`config.mk`:
```
export PLATFORM = sky130hd
export DESIGN_NAME = round_robin_process_scheduler_core
export DESIGN_NICKNAME = d
export VERILOG_FILES = /design/src/rrps_pkg.sv /design/src/round_robin_process_scheduler_core.sv /design/src/rrps_ctrl.sv /design/src/rrps_datapath.sv
export SDC_FILE = /design/constraint.sdc
export NUM_CORES = 1
export LEC_CHECK = 0
export BUFFER_PORTS_ARGS = -buffer_cell sky130_fd_sc_hd__buf_4
export CORE_AREA = 2 2 155 157
export DETAILED_ROUTE_END_ITERATION = 8
export DIE_AREA = 0 0 157 159
export HOLD_SLACK_MARGIN = 0.12
export PLACE_DENSITY = 0.71
export SLEW_MARGIN = 20
export SYNTH_ARGS = -nofsm -noshare
export SYNTH_HDL_FRONTEND = slang
export SYNTH_SLANG_ARGS = --single-unit
```
`constraint.sdc`:
```
create_clock -name clk -period 5.83 [get_ports clk]
set_clock_uncertainty 0.2 [all_clocks]
set_input_delay 0.583 -clock clk [delete_from_list [all_inputs] [get_ports clk]]
set_output_delay 0.583 -clock clk [all_outputs]
set_load 0.05 [all_outputs]
```
`src/rrps_pkg.sv`:
```
// Shared types and constants for the round-robin process scheduler.
package rrps_pkg;

    localparam int ENTRIES_DEF = 8;

    localparam logic [7:0] TIME_SLICE_RST = 8'd16;

    // Entry state encoding
    localparam logic [1:0] ST_DEAD     = 2'd0;
    localparam logic [1:0] ST_RUNNABLE = 2'd1;
    localparam logic [1:0] ST_RUNNING  = 2'd2;
    localparam logic [1:0] ST_BLOCKED  = 2'd3;

    // Operation codes
    localparam logic [1:0] OP_TICK  = 2'd0;
    localparam logic [1:0] OP_FORK  = 2'd1;
    localparam logic [1:0] OP_SLEEP = 2'd2;
    localparam logic [1:0] OP_EXIT  = 2'd3;

    // Table write kinds issued by the controller
    localparam logic [2:0] WR_NONE   = 3'd0;
    localparam logic [2:0] WR_TDEC   = 3'd1;
    localparam logic [2:0] WR_TSLICE = 3'd2;
    localparam logic [2:0] WR_SLEEP  = 3'd3;
    localparam logic [2:0] WR_EXIT   = 3'd4;
    localparam logic [2:0] WR_FORK   = 3'd5;
    localparam logic [2:0] WR_RUN    = 3'd6;

    typedef struct packed {
        logic [1:0]  operation;
        logic [15:0] sleep_ticks;
    } req_t;

    typedef struct packed {
        logic [2:0] running_entry;
        logic       switched;
        logic       fork_ok;
        logic [2:0] child_entry;
    } rsp_t;

    typedef struct packed {
        logic [1:0]  state;
        logic [15:0] sleep_count;
        logic [7:0]  slice_count;
    } ent_t;

    typedef struct packed {
        logic       load_req;
        logic       rd_en;
        logic       walk_zero;
        logic       walk_to_cur;
        logic       walk_cur_next;
        logic       walk_inc;
        logic [2:0] wr_op;
        logic       out_load;
    } ctl_t;

    typedef struct packed {
        logic [1:0] req_op;
        logic [1:0] op;
        logic [1:0] rd_state;
        logic       walk_last;
        logic       walk_is_cur;
        logic       slice_expire;
        logic       out_free;
    } sts_t;

endpackage

```
`src/round_robin_process_scheduler_core.sv`:
```
// Top level of the round-robin process scheduler: controller plus datapath.
// One request (tick, fork, sleep or exit) is handled at a time; the table is held in a
// single-port memory and walked one entry at a time (read, then check and write back).
// A fork scans from entry 0 for a dead entry; sleep and exit update the current entry,
// then search onward for the next runnable one; a tick walks the whole table, then
// updates the current entry's slice and searches onward when the slice expires.
// The block returns to idle, ready for the next request, in the cycle after the result is
// loaded; the result register frees the next request to be taken while a result still
// waits. time_slice resets to 16 and is written through cfg_we/cfg_wdata; the user must
// write it only while the block is idle, which the block itself does not enforce.
module round_robin_process_scheduler_core
#(
    parameter int ENTRIES = rrps_pkg::ENTRIES_DEF
)
(
    input  logic             clk,
    input  logic             rst_n,
    input  logic             req_valid,
    output logic             req_ready,
    input  rrps_pkg::req_t   req,
    output logic             rsp_valid,
    input  logic             rsp_ready,
    output rrps_pkg::rsp_t   rsp,
    input  logic             cfg_we,
    input  logic [7:0]       cfg_wdata
);

    rrps_pkg::ctl_t ctl;
    rrps_pkg::sts_t sts;

    rrps_ctrl u_ctrl
    (
        .clk       (clk),
        .rst_n     (rst_n),
        .req_valid (req_valid),
        .req_ready (req_ready),
        .sts       (sts),
        .ctl       (ctl)
    );

    rrps_datapath
    #(
        .ENTRIES (ENTRIES)
    )
    u_datapath
    (
        .clk       (clk),
        .rst_n     (rst_n),
        .req       (req),
        .cfg_we    (cfg_we),
        .cfg_wdata (cfg_wdata),
        .ctl       (ctl),
        .sts       (sts),
        .rsp_valid (rsp_valid),
        .rsp_ready (rsp_ready),
        .rsp       (rsp)
    );

endmodule

```
`src/rrps_ctrl.sv`:
```
// Sequencing state machine for the scheduler: walks the table one entry at a time.
module rrps_ctrl
(
    input  logic               clk,
    input  logic               rst_n,
    input  logic               req_valid,
    output logic               req_ready,
    input  rrps_pkg::sts_t     sts,
    output rrps_pkg::ctl_t     ctl
);

    localparam logic [3:0] S_IDLE    = 4'd0;
    localparam logic [3:0] S_TW_RD   = 4'd1;
    localparam logic [3:0] S_TW_CHK  = 4'd2;
    localparam logic [3:0] S_TC_RD   = 4'd3;
    localparam logic [3:0] S_TC_CHK  = 4'd4;
    localparam logic [3:0] S_CUR_RD  = 4'd5;
    localparam logic [3:0] S_CUR_CHK = 4'd6;
    localparam logic [3:0] S_FK_RD   = 4'd7;
    localparam logic [3:0] S_FK_CHK  = 4'd8;
    localparam logic [3:0] S_SR_RD   = 4'd9;
    localparam logic [3:0] S_SR_CHK  = 4'd10;
    localparam logic [3:0] S_DONE    = 4'd11;

    logic [3:0] state_reg;
    logic [3:0] state_next;

    always_ff @(posedge clk or negedge rst_n)
    begin
        if (!rst_n)
        begin
            state_reg <= S_IDLE;
        end
        else
        begin
            state_reg <= state_next;
        end
    end

    always_comb
    begin
        state_next = state_reg;
        ctl        = '0;
        ctl.wr_op  = rrps_pkg::WR_NONE;
        req_ready  = 1'b0;
        unique case (state_reg)
            S_IDLE:
            begin
                req_ready = 1'b1;
                if (req_valid)
                begin
                    ctl.load_req = 1'b1;
                    unique case (sts.req_op)
                        rrps_pkg::OP_TICK:
                        begin
                            ctl.walk_zero = 1'b1;
                            state_next    = S_TW_RD;
                        end
                        rrps_pkg::OP_FORK:
                        begin
                            ctl.walk_zero = 1'b1;
                            state_next    = S_FK_RD;
                        end
                        default:
                        begin
                            ctl.walk_to_cur = 1'b1;
                            state_next      = S_CUR_RD;
                        end
                    endcase
                end
            end
            S_TW_RD:
            begin
                ctl.rd_en  = 1'b1;
                state_next = S_TW_CHK;
            end
            S_TW_CHK:
            begin
                ctl.wr_op = rrps_pkg::WR_TDEC;
                if (sts.walk_last)
                begin
                    ctl.walk_to_cur = 1'b1;
                    state_next      = S_TC_RD;
                end
                else
                begin
                    ctl.walk_inc = 1'b1;
                    state_next   = S_TW_RD;
                end
            end
            S_TC_RD:
            begin
                ctl.rd_en  = 1'b1;
                state_next = S_TC_CHK;
            end
            S_TC_CHK:
            begin
                ctl.wr_op = rrps_pkg::WR_TSLICE;
                if (sts.slice_expire)
                begin
                    ctl.walk_cur_next = 1'b1;
                    state_next        = S_SR_RD;
                end
                else
                begin
                    state_next = S_DONE;
                end
            end
            S_CUR_RD:
            begin
                ctl.rd_en  = 1'b1;
                state_next = S_CUR_CHK;
            end
            S_CUR_CHK:
            begin
                ctl.wr_op = (sts.op == rrps_pkg::OP_SLEEP) ? rrps_pkg::WR_SLEEP
                                                           : rrps_pkg::WR_EXIT;
                ctl.walk_cur_next = 1'b1;
                state_next        = S_SR_RD;
            end
            S_FK_RD:
            begin
                ctl.rd_en  = 1'b1;
                state_next = S_FK_CHK;
            end
            S_FK_CHK:
            begin
                priority if (sts.rd_state == rrps_pkg::ST_DEAD)
                begin
                    ctl.wr_op  = rrps_pkg::WR_FORK;
                    state_next = S_DONE;
                end
                else if (sts.walk_last)
                begin
                    state_next = S_DONE;
                end
                else
                begin
                    ctl.walk_inc = 1'b1;
                    state_next   = S_FK_RD;
                end
            end
            S_SR_RD:
            begin
                ctl.rd_en  = 1'b1;
                state_next = S_SR_CHK;
            end
            S_SR_CHK:
            begin
                // falls back to the current entry when nothing else is runnable
                if (sts.rd_state == rrps_pkg::ST_RUNNABLE || sts.walk_is_cur)
                begin
                    ctl.wr_op  = rrps_pkg::WR_RUN;
                    state_next = S_DONE;
                end
                else
                begin
                    ctl.walk_inc = 1'b1;
                    state_next   = S_SR_RD;
                end
            end
            S_DONE:
            begin
                if (sts.out_free)
                begin
                    ctl.out_load = 1'b1;
                    state_next   = S_IDLE;
                end
            end
            default:
            begin
                state_next = S_IDLE;
            end
        endcase
    end

endmodule

```
`src/rrps_datapath.sv`:
```
// Process table memory, walk index, current entry and result register.
module rrps_datapath
#(
    parameter int ENTRIES = rrps_pkg::ENTRIES_DEF
)
(
    input  logic               clk,
    input  logic               rst_n,
    input  rrps_pkg::req_t     req,
    input  logic               cfg_we,
    input  logic [7:0]         cfg_wdata,
    input  rrps_pkg::ctl_t     ctl,
    output rrps_pkg::sts_t     sts,
    output logic               rsp_valid,
    input  logic               rsp_ready,
    output rrps_pkg::rsp_t     rsp
);

    localparam int IDX_W = $clog2(ENTRIES);
    localparam logic [IDX_W-1:0] LAST_IDX = IDX_W'(ENTRIES - 1);

    rrps_pkg::ent_t mem [ENTRIES];
    logic [ENTRIES-1:0] valid_reg;

    rrps_pkg::ent_t   rd_data_reg;
    logic             rd_valid_reg;
    logic             rd_first_reg;
    rrps_pkg::ent_t   rd_ent;

    logic [IDX_W-1:0] walk_reg;
    logic [IDX_W-1:0] cur_reg;
    logic [IDX_W-1:0] before_reg;
    logic [IDX_W-1:0] child_reg;
    logic             fork_ok_reg;
    logic [1:0]       op_reg;
    logic [15:0]      ticks_reg;
    logic [7:0]       time_slice_reg;

    logic             rsp_valid_reg;
    rrps_pkg::rsp_t   rsp_reg;
    rrps_pkg::rsp_t   rsp_next;

    logic [IDX_W-1:0] walk_succ;
    logic [IDX_W-1:0] cur_succ;
    logic [7:0]       slice_inc;
    logic             expire;
    logic             wr_en;
    rrps_pkg::ent_t   wr_data;
    logic [IDX_W+2:0] cur_ext;
    logic [IDX_W+2:0] child_ext;

    assign walk_succ = (walk_reg == LAST_IDX) ? '0 : walk_reg + 1'b1;
    assign cur_succ  = (cur_reg == LAST_IDX) ? '0 : cur_reg + 1'b1;

    // Entries never written read as their reset contents
    always_comb
    begin
        if (rd_valid_reg)
        begin
            rd_ent = rd_data_reg;
        end
        else
        begin
            rd_ent.state       = rd_first_reg ? rrps_pkg::ST_RUNNING : rrps_pkg::ST_DEAD;
            rd_ent.sleep_count = '0;
            rd_ent.slice_count = '0;
        end
    end

    assign slice_inc = (rd_ent.slice_count == 8'hFF) ? 8'hFF : rd_ent.slice_count + 8'd1;
    assign expire    = (slice_inc >= time_slice_reg);

    always_comb
    begin
        wr_en   = 1'b1;
        wr_data = rd_ent;
        unique case (ctl.wr_op)
            rrps_pkg::WR_TDEC:
            begin
                wr_en = (rd_ent.state == rrps_pkg::ST_BLOCKED);
                if (rd_ent.sleep_count <= 16'd1)
                begin
                    wr_data.state       = rrps_pkg::ST_RUNNABLE;
                    wr_data.sleep_count = '0;
                end
                else
                begin
                    wr_data.sleep_count = rd_ent.sleep_count - 16'd1;
                end
            end
            rrps_pkg::WR_TSLICE:
            begin
                if (expire)
                begin
                    wr_data.state       = rrps_pkg::ST_RUNNABLE;
                    wr_data.slice_count = '0;
                end
                else
                begin
                    wr_data.slice_count = slice_inc;
                end
            end
            rrps_pkg::WR_SLEEP:
            begin
                wr_data.state       = rrps_pkg::ST_BLOCKED;
                wr_data.sleep_count = (ticks_reg == '0) ? 16'd1 : ticks_reg;
            end
            rrps_pkg::WR_EXIT:
            begin
                wr_data.state = rrps_pkg::ST_DEAD;
            end
            rrps_pkg::WR_FORK:
            begin
                wr_data.state       = rrps_pkg::ST_RUNNABLE;
                wr_data.sleep_count = '0;
                wr_data.slice_count = '0;
            end
            rrps_pkg::WR_RUN:
            begin
                wr_data.state = rrps_pkg::ST_RUNNING;
            end
            default:
            begin
                wr_en = 1'b0;
            end
        endcase
    end

    // Table memory: one read and one write port, read data registered
    always_ff @(posedge clk)
    begin
        if (wr_en)
        begin
            mem[walk_reg] <= wr_data;
        end
        if (ctl.rd_en)
        begin
            rd_data_reg <= mem[walk_reg];
        end
    end

    always_ff @(posedge clk or negedge rst_n)
    begin
        if (!rst_n)
        begin
            valid_reg    <= '0;
            rd_valid_reg <= 1'b0;
            rd_first_reg <= 1'b0;
        end
        else
        begin
            if (wr_en)
            begin
                valid_reg[walk_reg] <= 1'b1;
            end
            if (ctl.rd_en)
            begin
                rd_valid_reg <= valid_reg[walk_reg];
                rd_first_reg <= (walk_reg == '0);
            end
        end
    end

    always_ff @(posedge clk or negedge rst_n)
    begin
        if (!rst_n)
        begin
            walk_reg       <= '0;
            cur_reg        <= '0;
            before_reg     <= '0;
            child_reg      <= '0;
            fork_ok_reg    <= 1'b0;
            op_reg         <= rrps_pkg::OP_TICK;
            ticks_reg      <= '0;
            time_slice_reg <= rrps_pkg::TIME_SLICE_RST;
            rsp_valid_reg  <= 1'b0;
        end
        else
        begin
            if (cfg_we)
            begin
                time_slice_reg <= cfg_wdata;
            end
            if (ctl.load_req)
            begin
                op_reg      <= req.operation;
                ticks_reg   <= req.sleep_ticks;
                before_reg  <= cur_reg;
                fork_ok_reg <= 1'b0;
                child_reg   <= '0;
            end
            priority if (ctl.walk_zero)
            begin
                walk_reg <= '0;
            end
            else if (ctl.walk_to_cur)
            begin
                walk_reg <= cur_reg;
            end
            else if (ctl.walk_cur_next)
            begin
                walk_reg <= cur_succ;
            end
            else if (ctl.walk_inc)
            begin
                walk_reg <= walk_succ;
            end
            if (ctl.wr_op == rrps_pkg::WR_FORK)
            begin
                fork_ok_reg <= 1'b1;
                child_reg   <= walk_reg;
            end
            if (ctl.wr_op == rrps_pkg::WR_RUN)
            begin
                cur_reg <= walk_reg;
            end
            if (ctl.out_load)
            begin
                rsp_valid_reg <= 1'b1;
            end
            else if (rsp_ready)
            begin
                rsp_valid_reg <= 1'b0;
            end
        end
    end

    assign cur_ext   = {3'b000, cur_reg};
    assign child_ext = {3'b000, child_reg};

    always_comb
    begin
        rsp_next.running_entry = cur_ext[2:0];
        rsp_next.switched      = (cur_reg != before_reg);
        rsp_next.fork_ok       = fork_ok_reg;
        rsp_next.child_entry   = child_ext[2:0];
    end

    always_ff @(posedge clk)
    begin
        if (ctl.out_load)
        begin
            rsp_reg <= rsp_next;
        end
    end

    assign rsp_valid = rsp_valid_reg;
    assign rsp       = rsp_reg;

    always_comb
    begin
        sts.req_op       = req.operation;
        sts.op           = op_reg;
        sts.rd_state     = rd_ent.state;
        sts.walk_last    = (walk_reg == LAST_IDX);
        sts.walk_is_cur  = (walk_reg == cur_reg);
        sts.slice_expire = expire;
        sts.out_free     = !rsp_valid_reg || rsp_ready;
    end

    // The current entry moves only when the search commits a new running entry
    a_cur_moves_on_run: assert property (@(posedge clk) disable iff (!rst_n)
        !$stable(cur_reg) |-> $past(ctl.wr_op == rrps_pkg::WR_RUN))
        else $error("current entry changed outside a switch");

    a_slice_on_cfg: assert property (@(posedge clk) disable iff (!rst_n)
        !$stable(time_slice_reg) |-> $past(cfg_we))
        else $error("time slice changed without a configuration write");

    a_child_zero: assert property (@(posedge clk) disable iff (!rst_n)
        !fork_ok_reg |-> (child_reg == '0))
        else $error("child index set without a successful fork");

    a_no_load_while_full: assert property (@(posedge clk) disable iff (!rst_n)
        ctl.out_load |-> sts.out_free)
        else $error("result loaded over an untaken result");

endmodule

```
=== After elaboration in Yosys (flattened, before gate mapping) ===
Memory sizes are Yosys's and may differ from the RTL's. A register that Yosys moved wholly into a read port is not among the register bits.
Index checks and enable logic that the tools add are counted.

* Bits in writable memories: 208
* Memories: 1
* Flip-flop bits (word level): 62
* Input port bits: 31

* Order comparisons: 4
* Muxes and demuxes: 61
* Equal/unequal tests: 28
* Add/sub/neg operators: 4
* Reduce and logical (&&, ||, !) cells: 16
* Bitwise operators: 1

{| class="wikitable"
|+ Memories
! memory !! words !! width !! rd ports !! clocked after Yosys merged registers in !! write ports !! line !! source
|-
| u_datapath.mem || 8 || 26 || 1 || 1 || 1 || rrps_datapath.sv:22 || <nowiki>rrps_pkg::ent_t mem [ENTRIES];</nowiki>
|}

{| class="wikitable"
|+ Operators by type and width
! cell !! count
|-
| one-hot mux 16 bit (3 select lines) || 1
|-
| one-hot mux 4 bit (12 select lines) || 1
|-
| 2-to-1 mux 3 bit || 11
|-
| 2-to-1 mux 16 bit || 2
|-
| 2-to-1 mux 26 bit || 1
|-
| 2-to-1 mux 1 bit || 22
|-
| == test 4 x 3 -> 1 bit (second input constant) || 4
|-
| == test 4 bit (second input constant) || 4
|-
| <= comparator 16 x 1 -> 1 bit (second input constant) || 1
|-
| zero test 16 bit || 1
|-
| 2-to-1 mux 4 bit || 4
|-
| 2-to-1 mux 8 bit || 2
|-
| one-hot mux 8 bit (2 select lines) || 1
|-
| subtractor 16 x 1 -> 16 bit (second input constant) || 1
|-
| == test 3 bit (second input constant) || 5
|-
| one-hot mux 3 bit (5 select lines) || 1
|-
| 2-to-1 mux 2 bit || 7
|-
| one-hot mux 2 bit (6 select lines) || 1
|-
| OR reduction 5 bit || 2
|-
| adder 8 x 1 -> 8 bit (second input constant) || 1
|-
| == test 4 x 2 -> 1 bit (second input constant) || 2
|-
| == test 8 bit (second input constant) || 1
|-
| >= comparator 8 bit || 1
|-
| OR 8 bit || 1
|-
| 26 further kinds || 36
|}

=== Depth between registers and ports, before layout ===
* Depth in word-level cells: 11
* Mapped depth: 17
* Gate-level depth less buffers: 14

=== Cells and area by module ===
Synthesis repeated with hierarchy kept, for this count alone.

* Cell total of the unflattened synthesis: 964
* Area total of the unflattened synthesis: 13091.3 µm²

{| class="wikitable"
|+ By module, submodules not included
! module !! cells an instance !! seq. area each (µm²) !! instances !! area an instance (µm²)
|-
| rrps_datapath || 887 || 8519.4 || 1 || 12562.0
|-
| rrps_ctrl || 77 || 100.1 || 1 || 529.3
|}

=== Worst setup path after synthesis ===
OpenSTA, ideal clock, no wires.

* Path kind: register to register
* Start point: register u_ctrl.state_reg[0]
* End point: memory u_datapath.mem[3][0] (netlist bit), enable pin
* Path slack: 1.635 ns
* Stages on the path, launching flop included: 8
* Clock period less this slack: 4.195 ns
* Data arrival time: 3.553 ns
* Required time: 5.188 ns
* Path buffers: 2
* Setup time: 0.442 ns
* Cells stage by stage: dfrtp_1 buf_6 or4b_1 or3_4 o221ai_2 a221oi_2 buf_6 nor3_1

* Cells in the longest elaborated chain, start to end: 7
* Elaborated cells between the ends (all ways): 16
* Those cells by class: eq/ne: 11; mux: 4; reduce/logical: 1

{| class="wikitable"
|+ RTL lines
! what !! line !! source
|-
| from (decl) || rrps_ctrl.sv:25 || <nowiki>logic [3:0] state_reg;</nowiki>
|-
| from (signal assigned) || rrps_ctrl.sv:36 || <nowiki>state_reg <= state_next;</nowiki>
|-
| == test 4 bit, or another cell as far along || rrps_ctrl.sv:46 || <nowiki>unique case (state_reg)</nowiki>
|-
| one-hot mux 3 bit (5 select lines) (*) || rrps_ctrl.sv:46 ||
|-
| == test 3 x 2 -> 1 bit or == test 3 bit (tied branches) || rrps_datapath.sv:77 || <nowiki>unique case (ctl.wr_op)</nowiki>
|-
| OR reduction 5 bit (no line) || -- ||
|-
| one-hot mux 1 bit (2 select lines) (*) || rrps_datapath.sv:77 ||
|-
| 2-to-1 mux 1 bit (*) || rrps_datapath.sv:132 || <nowiki>if (wr_en)</nowiki>
|-
| 2-to-1 mux 1 bit (implied by the code) (*) || rrps_datapath.sv:134 || <nowiki>mem[walk_reg] <= wr_data;</nowiki>
|-
| to (decl) || rrps_datapath.sv:22 ||
|}

Every way passes the cells marked *; elsewhere a longest branch is shown, timed or not.

==> run metrics <==
All-Layer GR Usage=25.1%; initial drt markers=1,002; Max FO, Critical Path=8; via count=8,280; Synth Flop Type=edfxtp_1; Worst EP arrival=4.54 ns; final worst slack=1.35 ns; Syn Area/Cell=14.2 um^2; first-pass GRT wire length=47,900 um; sequential fraction of design power=43.8%; CTS tree=yes; Slew Limit Fails=0; synthesized area=12,600 um^2; 1st-pass router iterations=5; Post-DRT Antenna Nets=0; CTS Buf Count=29; Die W=157 um; setup violators final=0; post-synth cell types=73; # resized after CTS=0; Gate Count Post-Synth=885; Die Span Y=159 um; CP required=5.90 ns; leakage=5.18 nW; Worst-path clk slew=0.06 ns; vias in the first global route=8,175; Worst VDD drop=0.278 mV; Worst-Margin Slew=1.10 ns; post-synthesis register bit count=296; Switch Pwr=2.85 mW; largest net degree at the start of global routing=55; Residual DRC=0; Post-synth EDFFs=242; Starting Density=54.3%; Max Cap Viol=0; Largest register FFs=208; pre-CTS setup slack=1.46 ns; H-tree levels=1; Ports=41; Clock Sinks=296; Site Rows=56; warnings from Yosys=0; ant diodes=0; sequential share of the synthesized area=68.5%; GPL Wtd Cong=0.895; Die ar.=25,000 um^2; final-report hold violation count=0; post-route setup TNS=0 ns; Max Clk Rate=223 MHz; share of layout cells above drive strength 1=16.8%; power share of the combinational group=32.0%; crit end category=register; total gr overflow=0; Area growth, synth to finish=15.7%; Fillers=1,659; Routed WL=31,100 um; cell internal pwr=5.15 mW; critical path launch point type=register; crit path time final=4.48 ns; RSZ-0062 raised after global routing=no; Root Driver=clkbuf_16; hold crit path type=in -> reg; syn_nets=932; Post-DP HPWL=17,200 um; initial antenna violation count=0; Max clock buf depth=3; Final Net Count=1,000; critical path class=reg -> reg; relative slew slack=26.0%; Period Utilization, post-route=76.8%; run status=complete, no violations; vias per inst=6.39; IO Port Bufs=40; post-detailed-route wirelength per cell=24.1 um; Sw Share=35.6%; Synth async-reset ratio=18.2%; Clock Power Share=24.2%; worst skew pair latency=0.55 ns; PD cells=549 nW/um^2; Core ar.=23,200 um^2
==> path summary, 6_finish.rpt <==
| kind | from | endpoint | slack (ns) | cells past startpoint |
|---|---|---|---|---|
| setup / recovery | u_datapath.rd_data_reg[1] | u_datapath.mem[3][5] | 1.35 | 14 |
| hold / removal | cfg_we | u_datapath.time_slice_reg[1] | 0.13 | 2 |
| setup reg to reg | u_datapath.rd_data_reg[1] | u_datapath.mem[3][5] | 1.35 | 14 |
| hold reg to reg | u_datapath.child_reg[1] | u_datapath.rsp[1] | 0.25 | 0 |
| max in group asynchronous | rst_n | u_datapath.ticks_reg[7] | 4.50 | 2 |
| min in group asynchronous | rst_n | u_datapath.op_reg[0] | 0.43 | 2 |
==> stage by stage <==
| step | cells | hold slack, ns | power, mW | utilization, % | cell area [um^2] |
|---|---|---|---|---|---|
| 2_1_floorplan | 885 | 0.0874 | 5.16 | - | 12600 |
| 3_3_place_gp | 1210 | 0.233 | 5.95 | 57.1 | 13300 |
| 3_5_place_dp | 1210 | 0.235 | 6.03 | 57.1 | 13300 |
| 4_1_cts | 1295 | 0.127 | 7.99 | 62.8 | 14600 |
| 5_1_grt | 1295 | 0.159 | 8.39 | 62.8 | 14600 |
| 6_report | 1295 | 0.134 | 8.00 | 62.8 | 14600 |
==> kinds of logic (layout without fill, tap and decap cells) <==
family          after synthesis  in the layout  share of synthesized area (%)
fa+ha+maj                    16             16                           1.59
simple gates                198            198                           8.67
flops                       296            296                           68.5
mux                          28             28                           2.47
xor+xnor                     13             13                          0.904
buf+inv                      75            166                           2.53
compound gates              259            259                           15.4
==> layout make-up <==
type / count / area [um^2] / area share, %
Timing Repair Buffer: 87 / 731 / 5.02
Clock inverter: 11 / 163 / 1.12
Tap cell: 319 / 399 / 2.74
Sequential cell: 296 / 8620 / 59.2
Multi-Input combinational cell: 514 / 3720 / 25.6
Clock buffer: 43 / 838 / 5.75
Inverter: 25 / 93.8 / 0.644
==> layout by cell type, fill, tap and decap left out, types with 14 or more instances in the layout <==
cell type,n
clkbuf_16,29
nand4_1,29
ha_1,16
o21ai_0,31
dlygate4sd3_1,31
mux2_2,25
a21oi_1,16
a22oi_1,121
dfrtp_1,53
edfxtp_1,242
buf_4,56
nand2_1,43
nor2_1,21
nand3_1,14
inv_1,22
==> routing by layer <==
metal	share of wire, %	track usage, %	wire (um)
met5	0	0	0
met2	46	38.7	14300
met4	3.2	9.42	1010
met1	42	36.1	13000
met3	8.9	4.35	2760
==> cell usage after synthesis, types with 11 or more instances <==
| library cell | count | area [um^2] |
|---|---|---|
| clkbuf_1 | 32 | 120 |
| ha_1 | 16 | 200 |
| inv_1 | 22 | 82.6 |
| a21oi_1 | 16 | 80.1 |
| nor3_1 | 11 | 55.1 |
| o21ai_0 | 31 | 155 |
| dfrtp_1 | 53 | 1330 |
| nor2_1 | 24 | 90.1 |
| mux2_2 | 25 | 282 |
| a22oi_1 | 121 | 908 |
| nand3_1 | 14 | 70.1 |
| nand2_1 | 44 | 165 |
| edfxtp_1 | 242 | 7270 |
| nand4_1 | 29 | 181 |
==> timing repair <==
item	CTS	global route
hold endpoints to repair	78	0
hold buffers	31	0
setup buffers	0	0
==> power by group through the flow <==
| stage | clock network (mW) | registers, mW | logic (mW) |
|---|---|---|---|
| finish | 1.94 | 3.50 | 2.56 |
| global route | 2.05 | 3.55 | 2.80 |
| CTS | 1.96 | 3.49 | 2.54 |
| detailed placement | 0 | 3.52 | 2.50 |
| global placement | 0 | 3.51 | 2.44 |
| floorplan | 0 | 3.36 | 1.79 |
==> critical path, stage by stage (launching register included) <==
cell and delay, ns:
edfxtp_1 0.38, and2_1 0.20, ha_1 0.27, and4_1 0.24
nand3_1 0.17, or3_1 0.31, o21ai_0 0.19, a31o_2 0.25
ha_1 0.20, or4_1 0.51, a21oi_1 0.24, o311ai_1 0.19
buf_4 0.23, o21a_1 0.17, o22ai_1 0.46
Power figures use the tool's default switching activity.
